--- src/rtl/core/edd_pkg.sv ---
// Shared types, request codes and sizing constants for the edit distance engine.
package edd_pkg;

   localparam int MAX_LEN_DEFAULT = 256;
   localparam int DIST_W          = 9;
   localparam int DIST_MAX        = 511;

   localparam logic [1:0] REQ_FIRST   = 2'd0;
   localparam logic [1:0] REQ_SECOND  = 2'd1;
   localparam logic [1:0] REQ_COMPUTE = 2'd2;

   typedef struct packed {
      logic [1:0] req_type;
      logic [7:0] ch;
   } edd_req_type;

   typedef struct packed {
      logic [DIST_W-1:0] distance;
      logic              too_long;
   } edd_rsp_type;

   typedef struct packed {
      logic load;
      logic start_calc;
      logic row_setup;
      logic cell_step;
      logic store_trivial;
      logic store_full;
   } edd_cmd_type;

   typedef struct packed {
      logic trivial;
      logic row_end;
      logic last_row;
   } edd_status_type;

endpackage

--- src/rtl/core/edd_controller.sv ---
// Controller: handshakes, row/cell sequencing and result valid.
module edd_controller import edd_pkg::*; (
   input  logic           clock,
   input  logic           reset,
   input  logic           req_valid,
   input  logic [1:0]     req_code,
   output logic           req_stall,
   output logic           rsp_valid,
   input  logic           rsp_stall,
   input  edd_status_type status,
   output edd_cmd_type    cmd
);

   typedef enum logic [2:0] {
      ST_IDLE = 3'b001,
      ST_ROW  = 3'b010,
      ST_CELL = 3'b100
   } state_type;

   state_type state_ff, state_in;
   logic      rsp_valid_ff, rsp_valid_in;
   logic      req_accept;

   assign req_stall  = (state_ff != ST_IDLE) || (rsp_valid_ff && rsp_stall);
   assign req_accept = req_valid && !req_stall;

   always_comb begin
      state_in = state_ff;
      cmd      = '0;
      unique case (state_ff)
         ST_IDLE: begin
            if (req_accept) begin
               case (req_code)
                  REQ_FIRST, REQ_SECOND: cmd.load = 1'b1;
                  REQ_COMPUTE: begin
                     if (status.trivial) begin
                        cmd.store_trivial = 1'b1;
                     end else begin
                        cmd.start_calc = 1'b1;
                        state_in       = ST_ROW;
                     end
                  end
                  default: ;
               endcase
            end
         end
         ST_ROW: begin
            cmd.row_setup = 1'b1;
            state_in      = ST_CELL;
         end
         ST_CELL: begin
            cmd.cell_step = 1'b1;
            if (status.row_end) begin
               if (status.last_row) begin
                  cmd.store_full = 1'b1;
                  state_in       = ST_IDLE;
               end else begin
                  state_in = ST_ROW;
               end
            end
         end
         default: state_in = ST_IDLE;
      endcase
   end

   always_comb begin
      rsp_valid_in = rsp_valid_ff;
      if (rsp_valid_ff && !rsp_stall) begin
         rsp_valid_in = 1'b0;
      end
      if (cmd.store_trivial || cmd.store_full) begin
         rsp_valid_in = 1'b1;
      end
   end

   always_ff @(posedge clock) begin
      if (reset) begin
         state_ff     <= ST_IDLE;
         rsp_valid_ff <= 1'b0;
      end else begin
         state_ff     <= state_in;
         rsp_valid_ff <= rsp_valid_in;
      end
   end

   assign rsp_valid = rsp_valid_ff;

`ifndef NO_ASSERTIONS
   a_row_to_cell: assert property (@(posedge clock) disable iff (reset)
      state_ff == ST_ROW |=> state_ff == ST_CELL)
      else $error("row setup not followed by cell step");

   a_full_done: assert property (@(posedge clock) disable iff (reset)
      (state_ff == ST_CELL && status.row_end && status.last_row) |=>
      (rsp_valid_ff && state_ff == ST_IDLE))
      else $error("last cell did not post a result");

   a_start: assert property (@(posedge clock) disable iff (reset)
      (req_accept && req_code == REQ_COMPUTE && !status.trivial) |=> state_ff == ST_ROW)
      else $error("compute beat did not start the matrix walk");

   a_rsp_hold: assert property (@(posedge clock) disable iff (reset)
      (rsp_valid_ff && rsp_stall) |=> rsp_valid_ff)
      else $error("stalled result beat dropped");
`endif

endmodule
--- config.mk ---
export PLATFORM = sky130hd
export DESIGN_NAME = edd_controller
export DESIGN_NICKNAME = d
export VERILOG_FILES = /design/src/rtl/core/edd_pkg.sv /design/src/rtl/core/edd_controller.sv
export SDC_FILE = /design/constraint.sdc
export NUM_CORES = 1
export LEC_CHECK = 0
export BUFFER_PORTS_ARGS = -buffer_cell sky130_fd_sc_hd__clkbuf_2
export CAP_MARGIN = 20
export CORE_AREA = 2 2 39 41
export DETAILED_ROUTE_END_ITERATION = 10
export DIE_AREA = 0 0 41 43
export SYNTH_ARGS = -nofsm -noshare
export SYNTH_HDL_FRONTEND = slang
export SYNTH_SLANG_ARGS = --single-unit
--- constraint.sdc ---
create_clock -name clock -period 3 [get_ports clock]
set_input_delay 0 -clock clock [delete_from_list [all_inputs] [get_ports clock]]
set_output_delay 0 -clock clock [all_outputs]
set_load 0.05 [all_outputs]
; ---- Word level (Yosys, flattened, before mapping)
; Index checks and enable logic that the tools add are counted.
[word_totals]
elab_cells = 45
reg_bits = 4
in_bits = 9
[op_classes]
muxes = 22
reduce_logical = 11
eq_ne = 10
[op_table]
columns = op, count
row1 = $mux W1, 14
row2 = $mux W3, 4
row3 = $pmux W3 S3, 1
row4 = $mux W2, 3
row5 = $ne A2 B2 Y1 const B, 3
row6 = $reduce_and A4 Y1, 1
row7 = $eq A3 B1 Y1 const B, 1
row8 = $eq A3 B2 Y1 const B, 1
row9 = $eq A3 B3 Y1 const B, 1
row10 = $logic_and A1 B1 Y1, 3
row11 = $ne A3 B1 Y1 const B, 1
row12 = $eq A2 B1 Y1 const B, 1
row13 = $eq A2 B2 Y1 const B, 1
row14 = $logic_not A1 Y1, 2
row15 = $logic_not A2 Y1, 1
row16 = $logic_or A1 B1 Y1, 2
row17 = $ne A2 B1 Y1 const B, 1
row18 = $reduce_bool A2 Y1, 1
row19 = $reduce_or A2 Y1, 1

; ---- Depth between registers and ports, before layout
; Gate-level depths: netlist (run 1).
[logic_depth]
depth_word = 8
ltp_mapped = 3
ltp_nobuf = 3

; ---- Worst setup path before layout (run 1)
; No wires, ideal clock.
[synth_timing]
path_kind = register to output
from = register rsp_valid_ff, in the netlist rsp_valid
to = output cmd[5] in the netlist's numbering
arrival_ns = 1.607
slack_ns = 1.393
path_stages_with_launch = 4
path_cell_list = dfxtp_1 -> nand2_1 -> nand2_2 -> nor3b_2
[synth_rtl]
columns = item, line_no
row1 = from (decl), edd_controller.sv:21  ; logic rsp_valid_ff, rsp_valid_in;
row2 = from (signal assigned), edd_controller.sv:82  ; rsp_valid_ff <= rsp_valid_in;
row3 = to (decl), edd_controller.sv:11  ; output edd_cmd_type cmd

==> results of run 1 <==
-- logic make-up (layout without fill, tap and decap cells) --
| family | Yosys count | after routing | share of synthesized area [%] |
|---|---|---|---|
| DFF | 4 | 4 | 31.7 |
| AOI/OAI and AO/OA | 4 | 4 | 9.41 |
| buffers and inverters | 1 | 21 | 1.48 |
| and+or+nand+nor | 22 | 22 | 57.4 |
-- through the flow --
step	utilization (%)	hold slack [ns]	instance area, sq um	power, mW
2_1_floorplan	-	0.0694	253	0.0714
4_1_cts	27.8	0.0461	385	0.152
3_3_place_gp	25.5	0.225	353	0.0812
5_1_grt	27.8	0.0832	385	0.155
3_5_place_dp	25.5	0.224	353	0.0816
6_report	27.8	0.0589	385	0.148
-- worst reg2reg max path, delay by kind of cell (launching register included) --
kind	cells	cell delay, ns
flops	1	0.38
compound gates	1	0.15
simple gates	2	0.39
-- registers in the layout, summed over array words and instances, names as in the netlist --
| name | cells |
|---|---|
| state_ff | 3 |
| rsp_valid | 1 |
-- cell usage in the layout, fill, tap and decap left out --
cell type      Yosys  final
inv_1              1      1
nor3b_4            1      1
nand3_1            1      1
a21boi_1           1      1
a31oi_1            1      1
nand4_1            1      1
nor2_1             6      6
and2_1             2      2
and3b_1            1      1
o21ai_0            2      2
nand2b_1           2      2
and4bb_2           1      1
nor3b_2            2      2
nand2_1            4      4
dlygate4sd3_1      0      1
dfxtp_1            4      4
clkbuf_4           0      3
nand2_2            1      1
clkbuf_2           0     16
-- where the power goes --
group          leakage, nW  internal (mW)  switching (mW)
Clock               0.0138         0.0447          0.0220
Sequential          0.0324         0.0543        0.000719
Combinational        0.154         0.0101          0.0166
Total                0.200          0.109          0.0393
-- cell type report --
type                            instances  area [sq um]  area share, %
Timing Repair Buffer                   17          90.1           23.4
Sequential cell                         4          80.1           20.8
Inverter                                1          3.75          0.974
Tap cell                               16          20.0           5.19
Clock buffer                            3          22.5           5.84
Multi-Input combinational cell         26           169           43.8
-- path summary, 6_finish.rpt --
check / from / endpoint / slack [ns] / depth (start not counted)
setup reg to reg: state_ff[0]$_SDFFE_PP1P_ / state_ff[0]$_SDFFE_PP1P_ / 1.96 / 3
hold reg to reg: rsp_valid$_SDFFE_PP0P_ / rsp_valid$_SDFFE_PP0P_ / 0.54 / 2
setup / recovery: state_ff[0]$_SDFFE_PP1P_ / cmd[4] / 1.53 / 4
hold / removal: status[0] / state_ff[1]$_SDFFE_PP0P_ / 0.06 / 4
-- routing by layer --
layer  part of all wire, %  global-route usage [%]
met5                     0                       0
met2                    47                    11.6
met4                   1.1                    8.00
met3                   9.4                    3.14
met1                    42                    10.3
==> out/results.txt, run 1 <==
post-synth top area share = 31.7%
# fillers = 140
Clock Skews = 0.00598 ns
largest net degree at the start of global routing = 6
clk buf depth = 2
ys async rst share = 0%
Worst setup EP type = output pin
ys flop type = dfxtp_1
RSZ-0062 raised after global routing = no
clock transition at the registers of the reported paths = 0.04 ns
worst skew pair latency = 0.24 ns
detailed-placement wirelength estimate = 538 um
Post-Syn Nets = 40
worst path cell trace = nor3b_4 -> nand2_2 -> nor3b_2 -> clkbuf_2
first-pass GRT wire length = 1010 um
final hold vios = 0
crit start category = register
Max Clock Freq = 680 MHz
1st-pass router iterations = 4
fin cells = 67
leading cell type by number of instances after synthesis = nor2_1
setup repair bufs after CTS = 0
Root Buffer = clkbuf_4
critical path buffer and inverter count = 1
max_slew headroom = 81.4%
initial core utilization = 18.3%
slowest stage delay, CP = 0.38 ns
ratio of final minimum period to clock period = 49.0%
Rows = 14
status = completed
Cells after DPL = 63
ratio of cells with drive above 1 in the final layout = 47.1%
PD cells = 385 nW/um^2
Yosys cell types = 16
All-Layer GR Usage = 8.73%
pre-CTS setup slack = 1.76 ns
Post-Synthesis Cell Area = 253 sq um
DR DRC count = 0
clock sinks = 4
synth warn = 0
FF+latch count, synth = 4
DRT Wirelength = 625 um
routability cong. = 0.646
setup TNS = 0 ns
fin crit period = 1.47 ns
chip width = 41 um
Layout area overhead = 52.5%
Synth area leader = dfxtp_1
Final Max Slew Viols = 0
# H-tree levels = 1
WL per Instance = 9.33 um
port bufs = 16
synth top area cells = dfxtp_1, nor3b_2, nor2_1
Mapped Cells = 31
Vias = 284
Ports = 17
Post-synth top cells = nor2_1, dfxtp_1, nand2_1
initial antenna violation count = 0
critical path class = reg -> out
vias in the first global route = 264
remaining global-route overflow = 0
Hold Buf Count CTS = 1
syn avg cell area = 8.15 sq um
Final setup viols = 0
Core ar. = 1380 sq um
count of nets after finishing = 62
Hold Path Class = in -> reg
DRT iter0 DRCs = 9
critical path fanouts, max = 5
delay-heaviest family, CP = simple AND/OR/NAND/NOR gates
max-cap violation count = 0
Peak VDD IR = 123 uV
post_cts resized = 0
CTS tree = yes
chip height = 43 um
WP data required = 3.00 ns
Worst Tran Pin Value = 0.279 ns
CTS buffer count = 3
Static Leak = 0.200 nW
Die ar. = 1760 sq um
WP data arrival = 1.47 ns
setup ws final = 1.53 ns
CP max stage cell = dfxtp_1
Post-synth EDFFs = 0
Seq/Total Area, Yosys = 31.7%
Ant. Diodes = 0
vias per cell = 4.24
Antenna Nets Post-Route = 0
Power figures use the tool's default switching activity.
==> inputs of run 2 (changes only) <==
Clock period 3 ns to 1.5 ns, I/O delays scaled along.
==> out/results.txt, run 2 (same netlist as run 1, synthesis figures left out) <==
Final Max Slew Viols = 0
1st-pass router iterations = 5
clock sinks = 4
ratio of final minimum period to clock period = 93.5%
DRT iter0 DRCs = 12
# H-tree levels = 1
DR DRC count = 0
setup ws final = 0.0981 ns
Final Cell Area = 390 sq um
All-Layer GR Usage = 8.13%
worst skew pair latency = 0.24 ns
clock transition at the registers of the reported paths = 0.04 ns
most common cell after layout, fill and taps aside = clkbuf_2
setup TNS = 0 ns
routability cong. = 0.646
delay-heaviest family, CP = simple AND/OR/NAND/NOR gates
status = completed
WP data arrival = 1.40 ns
Worst setup EP type = output pin
Ant. Diodes = 0
max_slew headroom = 81.1%
Core ar. = 1380 sq um
DRT Wirelength = 617 um
first-pass GRT wire length = 931 um
largest register by flop count = state_ff
Rows = 14
ratio of cells with drive above 1 in the final layout = 47.1%
chip width = 41 um
slowest stage delay, CP = 0.39 ns
fin util = 28.2%
Static Leak = 0.202 nW
port bufs = 16
count of nets after finishing = 62
worst path cell trace = nor3b_4 -> nand2_2 -> nor3b_2 -> clkbuf_4
vias in the first global route = 257
most frequent cells in the layout = clkbuf_2, nor2_1, nand2_1, clkbuf_4, dfxtp_1
vias per cell = 4.16
initial antenna violation count = 0
critical path buffer and inverter count = 1
fin crit period = 1.40 ns
placed cell area = 353 sq um
Hold Slack = 0.0528 ns
Die ar. = 1760 sq um
setup repair bufs after CTS = 0
Worst Tran Pin Value = 0.284 ns
Ports = 17
RSZ-0062 raised after global routing = no
critical path class = reg -> out
WP data required = 1.50 ns
Clock Skews = 0.00846 ns
Max Clock Freq = 713 MHz
final hold vios = 0
clk buf depth = 2
CTS tree = yes
CP max stage cell = dfxtp_1
WL per Instance = 9.21 um
Hold Path Class = in -> reg
PD cells = 770 nW/um^2
chip height = 43 um
Vias = 279
detailed-placement wirelength estimate = 499 um
Final setup viols = 0
initial core utilization = 18.3%
largest net degree at the start of global routing = 6
Layout area overhead = 54.5%
Root Buffer = clkbuf_4
max-cap violation count = 0
crit start category = register
pre-CTS setup slack = 0.288 ns
critical path fanouts, max = 5
remaining global-route overflow = 0
Peak VDD IR = 280 uV
Antenna Nets Post-Route = 0
max reg flops = 3
CTS buffer count = 3
-- run 2: layout make-up --
| type | instances | area [sq um] |
|---|---|---|
| multi-input combinational | 26 | 169 |
| tap | 16 | 20.0 |
| inverter | 1 | 3.75 |
| fill | 152 | 993 |
| timing repair buffer | 17 | 95.1 |
| clock buffer | 3 | 22.5 |
| sequential | 4 | 80.1 |
-- run 2: per-layer routing --
layer / part of all wire (%) / up-vias / global-route usage [%] / routed length (um)
met1: 46 / 117 / 9.32 / 285
met4: 2.3 / 0 / 8.00 / 14
met3: 10 / 2 / 3.66 / 64
li1: - / 147 / - / -
met5: 0 / - / 0 / 0
met2: 41 / 13 / 10.3 / 253
-- run 2: path summary, 6_finish.rpt --
check	from	end	slack [ns]	cells past startpoint
min reg2reg	rsp_valid$_SDFFE_PP0P_	rsp_valid$_SDFFE_PP0P_	0.55	2
min	status[0]	state_ff[1]$_SDFFE_PP0P_	0.05	4
max	state_ff[0]$_SDFFE_PP1P_	cmd[4]	0.1	4
max reg2reg	state_ff[0]$_SDFFE_PP1P_	state_ff[0]$_SDFFE_PP1P_	0.46	3
-- run 2: tightest hold or removal path, delay by kind of cell --
| family | cells | cell delay, ns |
|---|---|---|
| buffers and inverters | 1 | 0.10 |
| and+or+nand+nor | 3 | 0.13 |
-- run 2: report_power, final --
part	switching (mW)	internal [mW]
clock network	0.0462	0.0896
logic	0.0330	0.0216
registers	0.00156	0.108
total	0.0807	0.220
-- run 2: per-stage QoR --
stage | total power, mW | std cells
detailed placement | 0.163 | 63
global placement | 0.162 | 63
finish | 0.300 | 67
CTS | 0.305 | 67
global route | 0.314 | 67
floorplan | 0.143 | 31
-- run 2: timing repair --
item,4_1_cts,5_1_grt
endpoints found under the setup margin,0,3
hold buffers,1,0
endpoints found under the hold margin,1,0
resized for setup,0,6
==> inputs of run 3 (changes only) <==
Settings changed: ABC_AREA set to 1.
==> out/results.txt, run 3 <==
Yosys cell types = 13
leading cell type by number of instances after synthesis = inv_1
WL per Instance = 7.36 um
max_slew headroom = 81.7%
Seq/Total Area, Yosys = 27.2%
fin util = 34.2%
1st-pass router iterations = 4
Cells after DPL = 81
FF+latch count, synth = 4
Die ar. = 1760 sq um
# H-tree levels = 1
DRT iter0 DRCs = 2
setup repair bufs after CTS = 0
Hold Path Class = in -> reg
ratio of final minimum period to clock period = 93.0%
vias per cell = 3.99
detailed-placement wirelength estimate = 576 um
Post-synth top cells = inv_1, nand2_1, nor2_1, dfxtp_1
final hold vios = 0
slowest stage delay, CP = 0.34 ns
WHS Path Cells = 4
count of nets after finishing = 80
worst path cell trace = inv_2 -> nand3_4 -> nor2_4 -> clkinvlp_4 -> nor3_4 -> buf_6
adder-cell area share of the yosys netlist = 0%
chip height = 43 um
R2R setup slack = 0.42 ns
r2r worst-path depth = 7
critical path class = reg -> out
first-pass GRT wire length = 1140 um
Max Clock Freq = 717 MHz
Clock Skews = 0.00892 ns
crit start category = register
most common cell after layout, fill and taps aside = clkbuf_2
delay-heaviest family, CP = simple AND/OR/NAND/NOR gates
Post-Syn Nets = 58
Synth area leader = dfxtp_1
Post-synth EDFFs = 0
Ant. Diodes = 0
PD cells = 1800 nW/um^2
Layout area overhead = 60.9%
compound-gate portion of the synthesized area = 5.11%
All-Layer GR Usage = 9.84%
Worst Tran Pin Value = 0.276 ns
initial antenna violation count = 0
total power = 849 uW
DRT Wirelength = 633 um
fin cells = 86
vias in the first global route = 314
pre-CTS setup slack = 0.230 ns
Final Max Slew Viols = 0
clock sinks = 4
ratio of cells with drive above 1 in the final layout = 45.7%
instance count on the critical path = 6
ys flop type = dfxtp_1
CTS buffer count = 3
post-synth top area share = 27.2%
Hold Slack = 0.0712 ns
Peak VDD IR = 600 uV
setup ws final = 0.105 ns
clk buf depth = 2
Synth Area in XOR/XNOR = 0%
DR DRC count = 0
CTS tree = yes
Antenna Nets Post-Route = 0
Static Leak = 0.284 nW
Vias = 343
status = completed
synth warn = 0
Core ar. = 1380 sq um
worst skew pair latency = 0.24 ns
ys async rst share = 0%
combinational family with the most area after synthesis = simple AND/OR/NAND/NOR gates
Ports = 17
largest register by flop count = state_ff
Mapped Cells = 49
initial core utilization = 21.2%
max-cap violation count = 0
critical path buffer and inverter count = 3
CP max stage cell = dfxtp_1
Root Buffer = clkbuf_4
Worst setup EP type = output pin
port bufs = 16
largest net degree at the start of global routing = 7
Final setup viols = 0
synth top area cells = dfxtp_1, inv_1, nand2_1
WP data arrival = 1.39 ns
max reg flops = 3
remaining global-route overflow = 0
Synth Area in Simple Gates = 47.2%
chip width = 41 um
most frequent cells in the layout = clkbuf_2, inv_1, nand2_1
syn avg cell area = 6.00 sq um
mux share of post-synthesis cell area = 0%
clock transition at the registers of the reported paths = 0.04 ns
fin crit period = 1.39 ns
Rows = 14
routability cong. = 0.710
Post-Synthesis Cell Area = 294 sq um
critical path fanouts, max = 6
WP data required = 1.50 ns
-- run 3: cell types whose count changed in the layout (fill, tap and decap cells not counted), moves of 2 or more --
cell | previous run | this run
a21oi_1 | 0 | 2
and2_1 | 2 | 0
inv_1 | 1 | 13
inv_2 | 0 | 2
nand2_1 | 4 | 8
nand2b_1 | 2 | 0
nand3_1 | 1 | 3
nand3_2 | 0 | 2
nor3_2 | 0 | 2
nor3b_2 | 2 | 0
-- run 3: cell type report --
cell class / count / area [sq um]
clock buffers: 4 / 26.3
fillers: 165 / 911
inverters: 16 / 63.8
multi-input cells: 29 / 180
flip-flops and latches: 4 / 83.8
well taps: 16 / 20.0
repair buffers: 17 / 98.8
-- run 3: kinds of logic after synthesis --
family	count (synthesis)
AO/OA/AOI/OAI	3
flip-flops	4
buffers and inverters	16
AND/OR/NAND/NOR	26
-- run 3: worst min-delay path: stages --
cell	delay (ns)
clkbuf_2	0.10
inv_1	0.05
nand2_2	0.07
a21oi_1	0.05
-- run 3: repair_timing --
item,CTS,global route
hold buffers,1,0
setup endpoints to repair,1,2
gates resized for setup,1,5
endpoints found under the hold margin,3,0
cloned,0,0
pin swaps,0,1
-- run 3: through the flow --
step | TNS, ns | instance area [sq um]
CTS | 0 | 462
global placement | 0 | 423
global route | -0.000713 | 473
floorplan | -0.00361 | 323
finish | 0 | 473
detailed placement | 0 | 423
-- run 3: where the power goes --
| group | internal [mW] | total, mW | leakage, nW | switching (mW) |
|---|---|---|---|---|
| clock network | 0.0997 | 0.143 | 0.0150 | 0.0435 |
| logic | 0.170 | 0.544 | 0.235 | 0.374 |
| registers | 0.136 | 0.162 | 0.0334 | 0.0261 |
-- run 3: path summary, 6_finish.rpt --
path	from	end
hold reg to reg	rsp_valid$_SDFFE_PP0P_	rsp_valid$_SDFFE_PP0P_
setup / recovery	state_ff[2]$_SDFFE_PP0P_	cmd[5]
hold / removal	status[1]	state_ff[2]$_SDFFE_PP0P_
setup reg to reg	state_ff[2]$_SDFFE_PP0P_	state_ff[1]$_SDFFE_PP0P_
-- run 3: layer usage --
layer  global-route usage [%]  vias to the layer above  wire [um]
li1                         -                      185          -
met1                     11.3                      147        242
met2                     14.1                       11        340
met3                     1.57                        0         50
met4                     10.0                        0          0
met5                        0                        -          0
